## src/hdl/chinese_number_speech_sequencer_macros.svh

```systemverilog
// ============================================================================
// Assertion macros
// Shared concurrent assertion forms, compiled out for synthesis.
// ============================================================================
`ifndef CHINESE_NUMBER_SPEECH_SEQUENCER_MACROS_SVH
`define CHINESE_NUMBER_SPEECH_SEQUENCER_MACROS_SVH

`ifndef SYNTHESIS

`define ASSERT_IMPLIES(name, cond, expr) \
    name: assert property (@(posedge clk) disable iff (!rst_n) (cond) |-> (expr)) \
        else $error("assertion failed");

`define ASSERT_NEXT(name, cond, expr) \
    name: assert property (@(posedge clk) disable iff (!rst_n) (cond) |=> (expr)) \
        else $error("assertion failed");

`define ASSERT_NEVER(name, cond) \
    name: assert property (@(posedge clk) disable iff (!rst_n) !(cond)) \
        else $error("assertion failed");

`else

`define ASSERT_IMPLIES(name, cond, expr)

`define ASSERT_NEXT(name, cond, expr)

`define ASSERT_NEVER(name, cond)

`endif

`endif

```

## src/hdl/cnss_pkg.sv

```systemverilog
// ============================================================================
// Number speech package
// Widths, word codes, queue entry layout and digit helpers.
// ============================================================================
`timescale 1ns / 1ps

package cnss_pkg;

    localparam int VALUE_W    = 24;
    localparam int KIND_W     = 3;
    localparam int DIGIT_W    = 4;
    localparam int NUM_SLOTS  = 8;
    localparam int SLOT_IDX_W = $clog2(NUM_SLOTS);
    localparam int FIFO_DEPTH = 4;
    localparam int FIFO_PTR_W = $clog2(FIFO_DEPTH);
    localparam int FIFO_CNT_W = $clog2(FIFO_DEPTH + 1);

    localparam logic [VALUE_W-1:0] VALUE_LIMIT = 24'd5000000;
    localparam logic [24:0]        MUL_DIV100  = 25'd21474837;
    localparam logic [16:0]        MUL_IP100   = 17'd83887;

    localparam logic [KIND_W-1:0] KIND_DIGIT        = 3'd0;
    localparam logic [KIND_W-1:0] KIND_TENS         = 3'd1;
    localparam logic [KIND_W-1:0] KIND_HUNDREDS     = 3'd2;
    localparam logic [KIND_W-1:0] KIND_THOUSANDS    = 3'd3;
    localparam logic [KIND_W-1:0] KIND_TENTHOUSANDS = 3'd4;
    localparam logic [KIND_W-1:0] KIND_POINT        = 3'd5;

    typedef struct packed {
        logic [KIND_W-1:0]  kind;
        logic [DIGIT_W-1:0] digit;
    } slot_t;

    typedef struct packed {
        logic [NUM_SLOTS-1:0]  mask;
        slot_t [NUM_SLOTS-1:0] slot;
    } entry_t;

    typedef struct packed {
        logic full;
        logic empty;
    } fifo_stat_t;

    // Splits a value below one hundred into its tens and ones digits.
    function automatic logic [2*DIGIT_W-1:0] split_dec(input logic [6:0] x);
        logic [DIGIT_W-1:0] tens;
        logic [6:0]         ones;
        tens = '0;
        for (int k = 1; k < 10; k++)
        begin
            if (x >= 7'(10 * k))
            begin
                tens = DIGIT_W'(k);
            end
        end
        ones = 7'(x - 7'(tens) * 7'd10);
        return {tens, ones[DIGIT_W-1:0]};
    endfunction

endpackage

```

## src/hdl/cnss_front.sv

```systemverilog
// ============================================================================
// Number speech front end
// Splits each value into decimal digits and classifies the words to speak.
// ============================================================================
`timescale 1ns / 1ps

module cnss_front (
    input  logic                   clk,
    input  logic                   rst_n,
    input  logic                   in_valid,
    output logic                   in_stall,
    input  logic [cnss_pkg::VALUE_W-1:0] value,
    input  cnss_pkg::fifo_stat_t   fifo_stat,
    output logic                   push,
    output cnss_pkg::entry_t       push_entry
);
    import cnss_pkg::*;

    logic          adv;
    logic          s1_vld_reg, s1_vld_next;
    logic          s1_ok_reg;
    logic [23:0]   s1_val_reg;
    logic [48:0]   s1_prod_reg;
    logic          s2_vld_reg, s2_vld_next;
    logic          s2_ok_reg;
    logic [15:0]   s2_ip_reg;
    logic [6:0]    s2_fp_reg;
    logic [32:0]   s2_prod_reg;
    logic [15:0]   ip;
    entry_t        ent;

    assign adv      = !fifo_stat.full;
    assign in_stall = !adv;
    assign ip       = s1_prod_reg[46:31];

    always_comb
    begin
        s1_vld_next = s1_vld_reg;
        s2_vld_next = s2_vld_reg;
        if (adv)
        begin
            s1_vld_next = in_valid;
            s2_vld_next = s1_vld_reg;
        end
    end

    always_ff @(posedge clk or negedge rst_n)
    begin
        if (!rst_n)
        begin
            s1_vld_reg <= 1'b0;
            s2_vld_reg <= 1'b0;
        end
        else
        begin
            s1_vld_reg <= s1_vld_next;
            s2_vld_reg <= s2_vld_next;
        end
    end

    always_ff @(posedge clk)
    begin
        if (adv)
        begin
            s1_val_reg  <= value;
            s1_ok_reg   <= value < VALUE_LIMIT;
            s1_prod_reg <= 49'(value) * 49'(MUL_DIV100);
            s2_ok_reg   <= s1_ok_reg;
            s2_ip_reg   <= ip;
            s2_fp_reg   <= 7'(s1_val_reg - 24'(ip) * 24'd100);
            s2_prod_reg <= 33'(ip) * 33'(MUL_IP100);
        end
    end

    always_comb
    begin
        logic [8:0]         hi;
        logic [6:0]         lo;
        logic [6:0]         rem;
        logic [2:0]         dw;
        logic [DIGIT_W-1:0] dq, db, ds, dg, f1, f2;
        logic               bridge;
        hi = s2_prod_reg[31:23];
        lo = 7'(s2_ip_reg - 16'(hi) * 16'd100);
        if (hi >= 9'd400)
        begin
            dw = 3'd4;
        end
        else if (hi >= 9'd300)
        begin
            dw = 3'd3;
        end
        else if (hi >= 9'd200)
        begin
            dw = 3'd2;
        end
        else if (hi >= 9'd100)
        begin
            dw = 3'd1;
        end
        else
        begin
            dw = 3'd0;
        end
        rem = 7'(hi - 9'(dw) * 9'd100);
        {dq, db} = split_dec(rem);
        {ds, dg} = split_dec(lo);
        {f1, f2} = split_dec(s2_fp_reg);

        ent    = '0;
        bridge = 1'b0;
        if (dw != '0)
        begin
            ent.mask[0] = 1'b1;
            ent.slot[0] = '{kind: KIND_TENTHOUSANDS, digit: DIGIT_W'(dw)};
            bridge      = 1'b1;
        end
        if (dq != '0)
        begin
            ent.mask[1] = 1'b1;
            ent.slot[1] = '{kind: KIND_THOUSANDS, digit: dq};
            bridge      = 1'b1;
        end
        else if (bridge && (db | ds | dg) != '0)
        begin
            ent.mask[1] = 1'b1;
            ent.slot[1] = '{kind: KIND_DIGIT, digit: '0};
            bridge      = 1'b0;
        end
        if (db != '0)
        begin
            ent.mask[2] = 1'b1;
            ent.slot[2] = '{kind: KIND_HUNDREDS, digit: db};
            bridge      = 1'b1;
        end
        else if (bridge && (ds | dg) != '0)
        begin
            ent.mask[2] = 1'b1;
            ent.slot[2] = '{kind: KIND_DIGIT, digit: '0};
            bridge      = 1'b0;
        end
        if (ds != '0)
        begin
            ent.mask[3] = 1'b1;
            ent.slot[3] = '{kind: KIND_TENS, digit: ds};
        end
        else if (bridge && dg != '0)
        begin
            ent.mask[3] = 1'b1;
            ent.slot[3] = '{kind: KIND_DIGIT, digit: '0};
        end
        if (dg != '0)
        begin
            ent.mask[4] = 1'b1;
            ent.slot[4] = '{kind: KIND_DIGIT, digit: dg};
        end
        if (s2_fp_reg != '0)
        begin
            ent.mask[5] = 1'b1;
            ent.slot[5] = '{kind: KIND_POINT, digit: '0};
            ent.mask[6] = 1'b1;
            ent.slot[6] = '{kind: KIND_DIGIT, digit: f1};
            if (f2 != '0)
            begin
                ent.mask[7] = 1'b1;
                ent.slot[7] = '{kind: KIND_DIGIT, digit: f2};
            end
        end
        if (!s2_ok_reg)
        begin
            ent.mask = '0;
        end
    end

    assign push       = adv && s2_vld_reg && (ent.mask != '0);
    assign push_entry = ent;

endmodule

```

## src/hdl/cnss_fifo.sv

```systemverilog
// ============================================================================
// Number speech word queue
// Short queue of classified values between the front and back ends.
// ============================================================================
`timescale 1ns / 1ps
`include "chinese_number_speech_sequencer_macros.svh"

module cnss_fifo (
    input  logic                 clk,
    input  logic                 rst_n,
    input  logic                 push,
    input  cnss_pkg::entry_t     push_entry,
    input  logic                 pop,
    output cnss_pkg::entry_t     head_entry,
    output cnss_pkg::fifo_stat_t stat
);
    import cnss_pkg::*;

    entry_t                mem_reg [FIFO_DEPTH];
    logic [FIFO_PTR_W-1:0] wr_ptr_reg, wr_ptr_next;
    logic [FIFO_PTR_W-1:0] rd_ptr_reg, rd_ptr_next;
    logic [FIFO_CNT_W-1:0] cnt_reg, cnt_next;

    assign stat.full  = cnt_reg == FIFO_CNT_W'(FIFO_DEPTH);
    assign stat.empty = cnt_reg == '0;
    assign head_entry = mem_reg[rd_ptr_reg];

    always_comb
    begin
        wr_ptr_next = wr_ptr_reg;
        rd_ptr_next = rd_ptr_reg;
        cnt_next    = cnt_reg;
        if (push)
        begin
            wr_ptr_next = FIFO_PTR_W'(wr_ptr_reg + 1'b1);
        end
        if (pop)
        begin
            rd_ptr_next = FIFO_PTR_W'(rd_ptr_reg + 1'b1);
        end
        if (push && !pop)
        begin
            cnt_next = FIFO_CNT_W'(cnt_reg + 1'b1);
        end
        else if (pop && !push)
        begin
            cnt_next = FIFO_CNT_W'(cnt_reg - 1'b1);
        end
    end

    always_ff @(posedge clk or negedge rst_n)
    begin
        if (!rst_n)
        begin
            wr_ptr_reg <= '0;
            rd_ptr_reg <= '0;
            cnt_reg    <= '0;
        end
        else
        begin
            wr_ptr_reg <= wr_ptr_next;
            rd_ptr_reg <= rd_ptr_next;
            cnt_reg    <= cnt_next;
        end
    end

    always_ff @(posedge clk)
    begin
        if (push)
        begin
            mem_reg[wr_ptr_reg] <= push_entry;
        end
    end

    `ASSERT_NEVER(a_push_full, push && stat.full)
    `ASSERT_NEVER(a_pop_empty, pop && stat.empty)
    `ASSERT_NEXT(a_push_fills, push && !pop, cnt_reg != '0)

endmodule

```

## src/hdl/cnss_back.sv

```systemverilog
// ============================================================================
// Number speech back end
// Walks the word slots of each queued value and emits one word per beat.
// ============================================================================
`timescale 1ns / 1ps
`include "chinese_number_speech_sequencer_macros.svh"

module cnss_back (
    input  logic                          clk,
    input  logic                          rst_n,
    input  cnss_pkg::fifo_stat_t          fifo_stat,
    input  cnss_pkg::entry_t              head_entry,
    output logic                          pop,
    output logic                          out_valid,
    input  logic                          out_stall,
    output logic [cnss_pkg::KIND_W-1:0]   word_kind,
    output logic [cnss_pkg::DIGIT_W-1:0]  digit,
    output logic                          last
);
    import cnss_pkg::*;

    logic [NUM_SLOTS-1:0]  cur_mask_reg, cur_mask_next;
    slot_t [NUM_SLOTS-1:0] cur_slot_reg;
    logic                  out_vld_reg, out_vld_next;
    logic [KIND_W-1:0]     word_kind_reg;
    logic [DIGIT_W-1:0]    digit_reg;
    logic                  last_reg;
    logic                  busy;
    logic                  emit;
    logic                  finish;
    logic [SLOT_IDX_W-1:0] idx;
    logic [NUM_SLOTS-1:0]  rest;

    assign busy = cur_mask_reg != '0;
    assign emit = busy && (!out_vld_reg || !out_stall);

    always_comb
    begin
        idx = '0;
        for (int k = NUM_SLOTS - 1; k >= 0; k--)
        begin
            if (cur_mask_reg[k])
            begin
                idx = SLOT_IDX_W'(k);
            end
        end
        rest      = cur_mask_reg;
        rest[idx] = 1'b0;
    end

    assign finish = emit && (rest == '0);
    assign pop    = !fifo_stat.empty && (!busy || finish);

    always_comb
    begin
        cur_mask_next = cur_mask_reg;
        out_vld_next  = out_vld_reg;
        if (emit)
        begin
            cur_mask_next = rest;
        end
        if (pop)
        begin
            cur_mask_next = head_entry.mask;
        end
        if (emit)
        begin
            out_vld_next = 1'b1;
        end
        else if (!out_stall)
        begin
            out_vld_next = 1'b0;
        end
    end

    always_ff @(posedge clk or negedge rst_n)
    begin
        if (!rst_n)
        begin
            cur_mask_reg <= '0;
            out_vld_reg  <= 1'b0;
        end
        else
        begin
            cur_mask_reg <= cur_mask_next;
            out_vld_reg  <= out_vld_next;
        end
    end

    always_ff @(posedge clk)
    begin
        if (pop)
        begin
            cur_slot_reg <= head_entry.slot;
        end
        if (emit)
        begin
            word_kind_reg <= cur_slot_reg[idx].kind;
            digit_reg     <= cur_slot_reg[idx].digit;
            last_reg      <= rest == '0;
        end
    end

    assign out_valid = out_vld_reg;
    assign word_kind = word_kind_reg;
    assign digit     = digit_reg;
    assign last      = last_reg;

    `ASSERT_NEXT(a_pop_loads, pop, cur_mask_reg != '0)
    `ASSERT_IMPLIES(a_pop_when_free, pop, !busy || finish)
    `ASSERT_IMPLIES(a_point_digit, out_vld_reg && word_kind_reg == KIND_POINT, digit_reg == '0)

endmodule

```

## src/hdl/chinese_number_speech_sequencer.sv

```systemverilog
// ============================================================================
// Chinese number speech sequencer
// Turns an amount in hundredths into the ordered words that read it aloud.
// ============================================================================
// Each accepted value beat yields one to eight word beats, the last one
// flagged by last; values of zero and values of 5000000 or more yield no words.
// The front end splits a value into decimal digits and classifies its words
// through its s1 and s2 registers; the value then passes the queue and the
// back end's slot register before its first word reaches the output register,
// and the rest follow one per cycle while out_stall is low. Values are accepted
// every cycle while the four-entry queue between the two ends has room, so the
// output register delivers one word per cycle sustained while out_stall is
// low; the input stalls while the queue is full.
`timescale 1ns / 1ps

module chinese_number_speech_sequencer (
    input  logic                          clk,
    input  logic                          rst_n,
    input  logic                          in_valid,
    output logic                          in_stall,
    input  logic [cnss_pkg::VALUE_W-1:0]  value,
    output logic                          out_valid,
    input  logic                          out_stall,
    output logic [cnss_pkg::KIND_W-1:0]   word_kind,
    output logic [cnss_pkg::DIGIT_W-1:0]  digit,
    output logic                          last
);
    import cnss_pkg::*;

    fifo_stat_t fifo_stat;
    logic       push;
    logic       pop;
    entry_t     push_entry;
    entry_t     head_entry;

    cnss_front u_front (
        .clk        (clk),
        .rst_n      (rst_n),
        .in_valid   (in_valid),
        .in_stall   (in_stall),
        .value      (value),
        .fifo_stat  (fifo_stat),
        .push       (push),
        .push_entry (push_entry)
    );

    cnss_fifo u_fifo (
        .clk        (clk),
        .rst_n      (rst_n),
        .push       (push),
        .push_entry (push_entry),
        .pop        (pop),
        .head_entry (head_entry),
        .stat       (fifo_stat)
    );

    cnss_back u_back (
        .clk        (clk),
        .rst_n      (rst_n),
        .fifo_stat  (fifo_stat),
        .head_entry (head_entry),
        .pop        (pop),
        .out_valid  (out_valid),
        .out_stall  (out_stall),
        .word_kind  (word_kind),
        .digit      (digit),
        .last       (last)
    );

endmodule
```

## config.mk

```make
export PLATFORM = sky130hd
export DESIGN_NAME = chinese_number_speech_sequencer
export DESIGN_NICKNAME = d
export VERILOG_FILES = /design/src/hdl/cnss_pkg.sv /design/src/hdl/cnss_front.sv /design/src/hdl/cnss_fifo.sv /design/src/hdl/cnss_back.sv /design/src/hdl/chinese_number_speech_sequencer.sv
export VERILOG_INCLUDE_DIRS = /design/src /design/src/hdl
export SDC_FILE = /design/constraint.sdc
export NUM_CORES = 1
export LEC_CHECK = 0
export BUFFER_PORTS_ARGS = -buffer_cell sky130_fd_sc_hd__buf_2
export CAP_MARGIN = 20
export CORE_MARGIN = 5
export CORE_UTILIZATION = 35
export DETAILED_ROUTE_END_ITERATION = 6
export PLACE_DENSITY = 0.47
export SYNTH_ARGS = -nofsm -noshare
export SYNTH_HDL_FRONTEND = slang
export SYNTH_SLANG_ARGS = --single-unit
```

## constraint.sdc

```tcl
create_clock -name clk -period 6.57 [get_ports clk]
set_input_delay 0.657 -clock clk [delete_from_list [all_inputs] [get_ports clk]]
set_output_delay 0.657 -clock clk [all_outputs]
set_load 0.02 [all_outputs]
```

## After elaboration in Yosys (flattened, before gate mapping)

Memory sizes are Yosys's and may differ from the RTL's.
Index checks and enable logic that the tools add are counted.

- Add/sub/neg operators: 10
- Multipliers: 8
- $lt $le $gt $ge: 34
- Equal/unequal tests: 2
- Multiplexer cells: 73
- Bitwise gates (word level): 5
- Reduce and logical (&&, ||, !) cells: 35

Operators with widths:

| cell | number |
|---|---|
| 2-to-1 mux 3 bit | 26 |
| greater-or-equal comparator 7 x 6 -> 1 bit (second input constant) | 9 |
| greater-or-equal comparator 7 bit (second input constant) | 9 |
| multiplier 24 x 25 -> 47 bit (second input constant) | 1 |
| greater-or-equal comparator 7 x 5 -> 1 bit (second input constant) | 6 |
| multiplier 16 x 17 -> 32 bit (second input constant) | 1 |
| 2-to-1 mux 4 bit | 8 |
| nonzero test 4 bit | 7 |
| < comparator 24 x 23 -> 1 bit (second input constant) | 1 |
| 2-to-1 mux 8 bit | 3 |
| 2-to-1 mux 1 bit | 22 |
| binary-select mux 7 bit (select 3 bit) | 1 |
| greater-or-equal comparator 7 x 4 -> 1 bit (second input constant) | 3 |
| 2-to-1 mux 21 bit | 1 |
| subtractor 7 bit | 3 |
| greater-or-equal comparator 9 bit (second input constant) | 2 |
| multiplier 16 x 5 -> 5 bit (second input constant) | 1 |
| nonzero test 8 bit | 2 |
| 2-to-1 mux 7 bit | 2 |
| multiplier 4 x 3 -> 3 bit (second input constant) | 3 |
| 2-to-1 mux 2 bit | 6 |
| 2-to-1 mux 6 bit | 2 |
| bitwise OR 4 bit | 3 |
| subtractor 4 bit | 3 |
| other kinds (23) | 42 |

- Bits in registers: 184
- Bits in writable memories: 228
- Input bits: 28
- Output and inout port bits: 10
- Logic and storage cells: 201
- Memories kept: 1

Memories:

| name | words | width | read ports | clocked after memory_dff | write ports | line | RTL |
|---|---|---|---|---|---|---|---|
| u_fifo.mem_reg | 4 | 57 | 1 | 0 | 1 | cnss_fifo.sv:19 | `entry_t mem_reg [FIFO_DEPTH];` |

## Depth between registers and ports, before layout

- Depth in word-level cells: 38
- Depth in mapped cells: 28
- Gate-level depth less buffers: 27

## By module

A second synthesis with hierarchy kept.

- Cells, all modules: 2241
- Area total of the unflattened synthesis: 29943.7 um2

Modules (own cells, without submodules):

| module | instances | cells an instance | area each (um2) | sequential area each (um2) |
|---|---|---|---|---|
| cnss_front | 1 | 1676 | 17234.0 | 1491.4 |
| cnss_fifo | 1 | 368 | 9624.2 | 7862.5 |
| cnss_back | 1 | 197 | 3085.5 | 2147.1 |

## Least setup slack after synthesis

No wires, ideal clock.

- Path type: input to register
- Start: input value[12] (netlist bit)
- End: register u_front.s1_prod_reg[45], data pin
- Setup time: 0.258 ns
- Data arrival time: 6.200 ns
- Required time: 6.312 ns
- Slack: 0.112 ns
- Stages: 21
- Buffers on the path: 0
- Cells stage by stage: fa_1 -> inv_1 -> fa_1 -> inv_1 -> fa_1 -> fa_1 -> inv_1 -> fa_1 -> inv_1 -> fa_1 -> fa_1 -> ha_1 -> o21ai_0 -> a21oi_1 -> a221oi_1 -> nand2_1 -> o21ai_0 -> a31oi_1 -> o41a_1 -> a21oi_1 -> xnor2_1

- Word-level cells in the longest chain between the ends: 1

RTL lines:

| element | line | RTL |
|---|---|---|
| start: declaration | chinese_number_speech_sequencer.sv:21 | `input logic [cnss_pkg::VALUE_W-1:0] value,` |
| multiplier 24 x 25 -> 47 bit | cnss_front.sv:67 | `s1_prod_reg <= 49'(value) * 49'(MUL_DIV100);` |
| end signal: assignment | cnss_front.sv:67 |  |
| end: declaration | cnss_front.sv:23 | `logic [48:0] s1_prod_reg;` |

No other way between the ends.
A chain may end at the register's enable or synchronous reset.

## Final worst setup path

- Start: input value[0] (netlist bit)
- End: register u_front.s1_prod_reg[46], data pin

The elaborated chain is that of the path after synthesis.

==> results.json <==
{
  "critical_path_class": "primary input to register",
  "antenna_left": 0,
  "grt_max_degree": 53,
  "critPathSlowestCell": "fa_1",
  "antenna_found_initial": 0,
  "finalCritPeriodShare": 0.958,
  "crit_top_cell": "fa_1",
  "worstMarginPinSlew_ns": 0.893,
  "clk_latency_ns": 0.57,
  "grt_pass1_vias": 16434,
  "cts_sinks": 262,
  "core-area_um2": 70100,
  "slew_violations": 0,
  "async_reset_ff_frac": 0.0687,
  "cts_inserted_buffers": 30,
  "syn-num-nets": 2733,
  "clock_path_buffers": 3,
  "drc": 0,
  "initial_core_util": 0.354,
  "cts_tree": "yes",
  "largest_reg_flops": 156,
  "fin_util": 0.408,
  "drt_iter0_drc": 676,
  "yosysMostFrequentCell": "inv_1",
  "grt_pass1_wl_mm": 91.9,
  "grt_use_total": 0.151,
  "timing.slew.headroom": 0.399,
  "start_kind": "primary input",
  "fin_skew_ns": 0.0289,
  "gp_congestion": 0.900,
  "syn_area_um2": 24800,
  "via_per_inst": 4.68,
  "syn_avg_cell_area_um2": 12.4,
  "synth.top_cell.area_share": 0.295,
  "num_rows": 97,
  "worstPathMaxFanout": 3,
  "nNetsFinal": 2960,
  "wl_mm": 56.9,
  "status": "complete, no violations",
  "synthTopCellsByArea": "edfxtp_1, fa_1, ha_1",
  "dieArea_um2": 76300,
  "drive_above_1_share": 0.153,
  "cp.required_ns": 6.87,
  "wl_per_cell_um": 17.9,
  "ys_top_cells_by_count": "inv_1, ha_1, fa_1",
  "cp_num_buf_inv": 7,
  "place_ws_ns": -0.591,
  "worstPathArrival_ns": 6.60,
  "postSynthCellCount": 1996,
  "io_buffers": 37,
  "die_h_um": 276,
  "io_pins": 38,
  "maxCapViolCount": 0,
  "synth_cell_type_count": 72,
  "synth-seq-area-share": 0.314,
  "ys_ff_latch": 262,
  "clkSlewWorstSetupHoldPaths_ns": 0.06,
  "dp_hpwl_mm": 47.3,
  "synth_area_leader_cell": "edfxtp_1",
  "ctsHtreeMaxLevel": 1,
  "fillCellCount": 6817,
  "crit_family": "adder cells",
  "rsz0062_at_grt": "no",
  "cpPeakStageDelay_ns": 0.56,
  "syn2layout_area_growth_pct": 15.4,
  "hold_path.class": "primary input to async pin",
  "setup_viol": 0,
  "hold_viol": 0,
  "clock.fmax_mhz": 159,
  "synth_edf_count": 244,
  "drt_first_pass_iters": 5,
  "crit_path_end_kind": "register",
  "crit_chain": "buf_2 -> fa_1 -> inv_1 -> fa_1 -> inv_1 -> ha_1 -> fa_1 -> fa_1 -> inv_1 -> fa_1 -> inv_1 -> fa_1 -> ha_1 -> and4_1 -> nand3_2 -> a2111oi_4 -> buf_4 -> o2111a_2 -> o21ai_0 -> buf_4 -> nand3b_1 -> a211oi_1 -> o41a_1 -> xnor2_1",
  "root_buffer": "clkbuf_16",
  "worst_slack_ns": 0.277,
  "fp.dieW_um": 276,
  "post-route-min-period_ns": 6.29,
  "synth_flop_cell": "edfxtp_1",
  "yosys_warnings": 0,
  "grt_overflow_total": 0,
  "diodes": 0,
  "vias": 14924
}
==> path summary, 6_finish.rpt <==
check                           depth (start not counted)                      end  slack (ns)                    start
max in group asynchronous                               1     u_fifo.rd_ptr_reg[0]        6.20                    rst_n
worst max-delay path                                   24  u_front.s1_prod_reg[46]        0.28                 value[0]
worst max register to register                         18  u_front.s2_prod_reg[31]        0.32  u_front.s1_prod_reg[38]
min in group clk                                        2       u_front.s1_vld_reg        0.35                 in_valid
worst min register to register                          0     u_front.s2_fp_reg[0]        0.42   u_front.s1_prod_reg[0]
worst min-delay path                                    1       u_front.s2_vld_reg        0.05                    rst_n
==> cells by family after synthesis <==
logic type | after synthesis | share of synthesized area
buffers and inverters | 497 | 0.0759
AND/OR/NAND/NOR | 214 | 0.0445
flip-flops | 262 | 0.314
XOR/XNOR | 56 | 0.0198
adder cells (fa/ha/maj) | 712 | 0.451
AO/OA/AOI/OAI | 207 | 0.0554
multiplexers | 48 | 0.0400
==> routing by layer <==
metal	vias up	GRT usage	share of wire	wire [µm]
li1	7169	-	-	-
met1	7522	0.202	0.45	25700
met2	185	0.271	0.51	28800
met3	48	0.0116	0.024	1380
met4	0	0.0291	0.019	1100
met5	-	0	0	0
==> repair_timing <==
item                                    in CTS  in global routing
gates resized for setup                      2                 18
setup buffers                                0                  7
endpoints found under the setup margin       2                162
pin swaps                                    0                  8
hold buffers                                 0                  0
==> worst reg2reg max path, stage by stage (launching register included) <==
cell	delay [ns]
edfxtp_1	0.55
fa_1	0.67
inv_1	0.09
fa_1	0.45
fa_1	0.57
inv_1	0.05
fa_1	0.49
fa_1	0.55
fa_1	0.50
ha_1	0.32
nand2_1	0.06
nor2_1	0.28
nand4b_1	0.13
a21oi_1	0.33
o21a_1	0.26
a21oi_1	0.15
o21ai_0	0.26
a31oi_1	0.14
xnor2_1	0.15
==> final cells by class <==
type	instances	area, µm²	area share
Timing Repair Buffer	217	1590	0.0554
Inverter	475	1780	0.0623
Multi-Input combinational cell	1237	15300	0.533
Clock inverter	20	244	0.00852
Sequential cell	262	7780	0.272
Clock buffer	35	791	0.0276
Tap cell	940	1180	0.0411
==> per-stage QoR <==
step                hold WS [ns]  cells  TNS (ns)  cell area (µm²)
floorplan                  0.361   1996         0            24800
global placement           0.401   3124     -2.60            27400
detailed placement         0.405   3124     -3.46            27400
CTS                       0.0273   3179         0            28500
global route              0.0558   3186         0            28600
finish                    0.0464   3186         0            28600
==> cell usage in the layout (no fill, tap or decap), types with 6 or more instances in the layout <==
cell / netlist / routed
or3_1: 6 / 6
xnor2_1: 37 / 36
nor2b_1: 8 / 8
dfrtp_1: 18 / 16
a21oi_1: 48 / 47
and3_1: 11 / 10
ha_1: 405 / 404
nand2b_1: 10 / 10
clkbuf_16: 0 / 31
xor2_1: 19 / 17
o21a_1: 9 / 9
a22o_1: 7 / 7
o21ai_0: 49 / 48
buf_2: 1 / 37
nor3_1: 15 / 15
a31oi_1: 7 / 6
a22oi_1: 7 / 7
a21o_1: 16 / 16
clkinv_2: 0 / 6
nand4_1: 10 / 10
nor2_1: 61 / 61
edfxtp_1: 244 / 244
o22ai_1: 6 / 6
buf_4: 0 / 176
fa_1: 304 / 301
mux4_2: 40 / 40
inv_1: 475 / 474
a211oi_1: 11 / 11
nand3_1: 13 / 12
nand2_1: 45 / 44
Power is left out: the tool's default activity adds up to more than one toggle a clock period on the data nets, which glitch-free logic cannot reach.
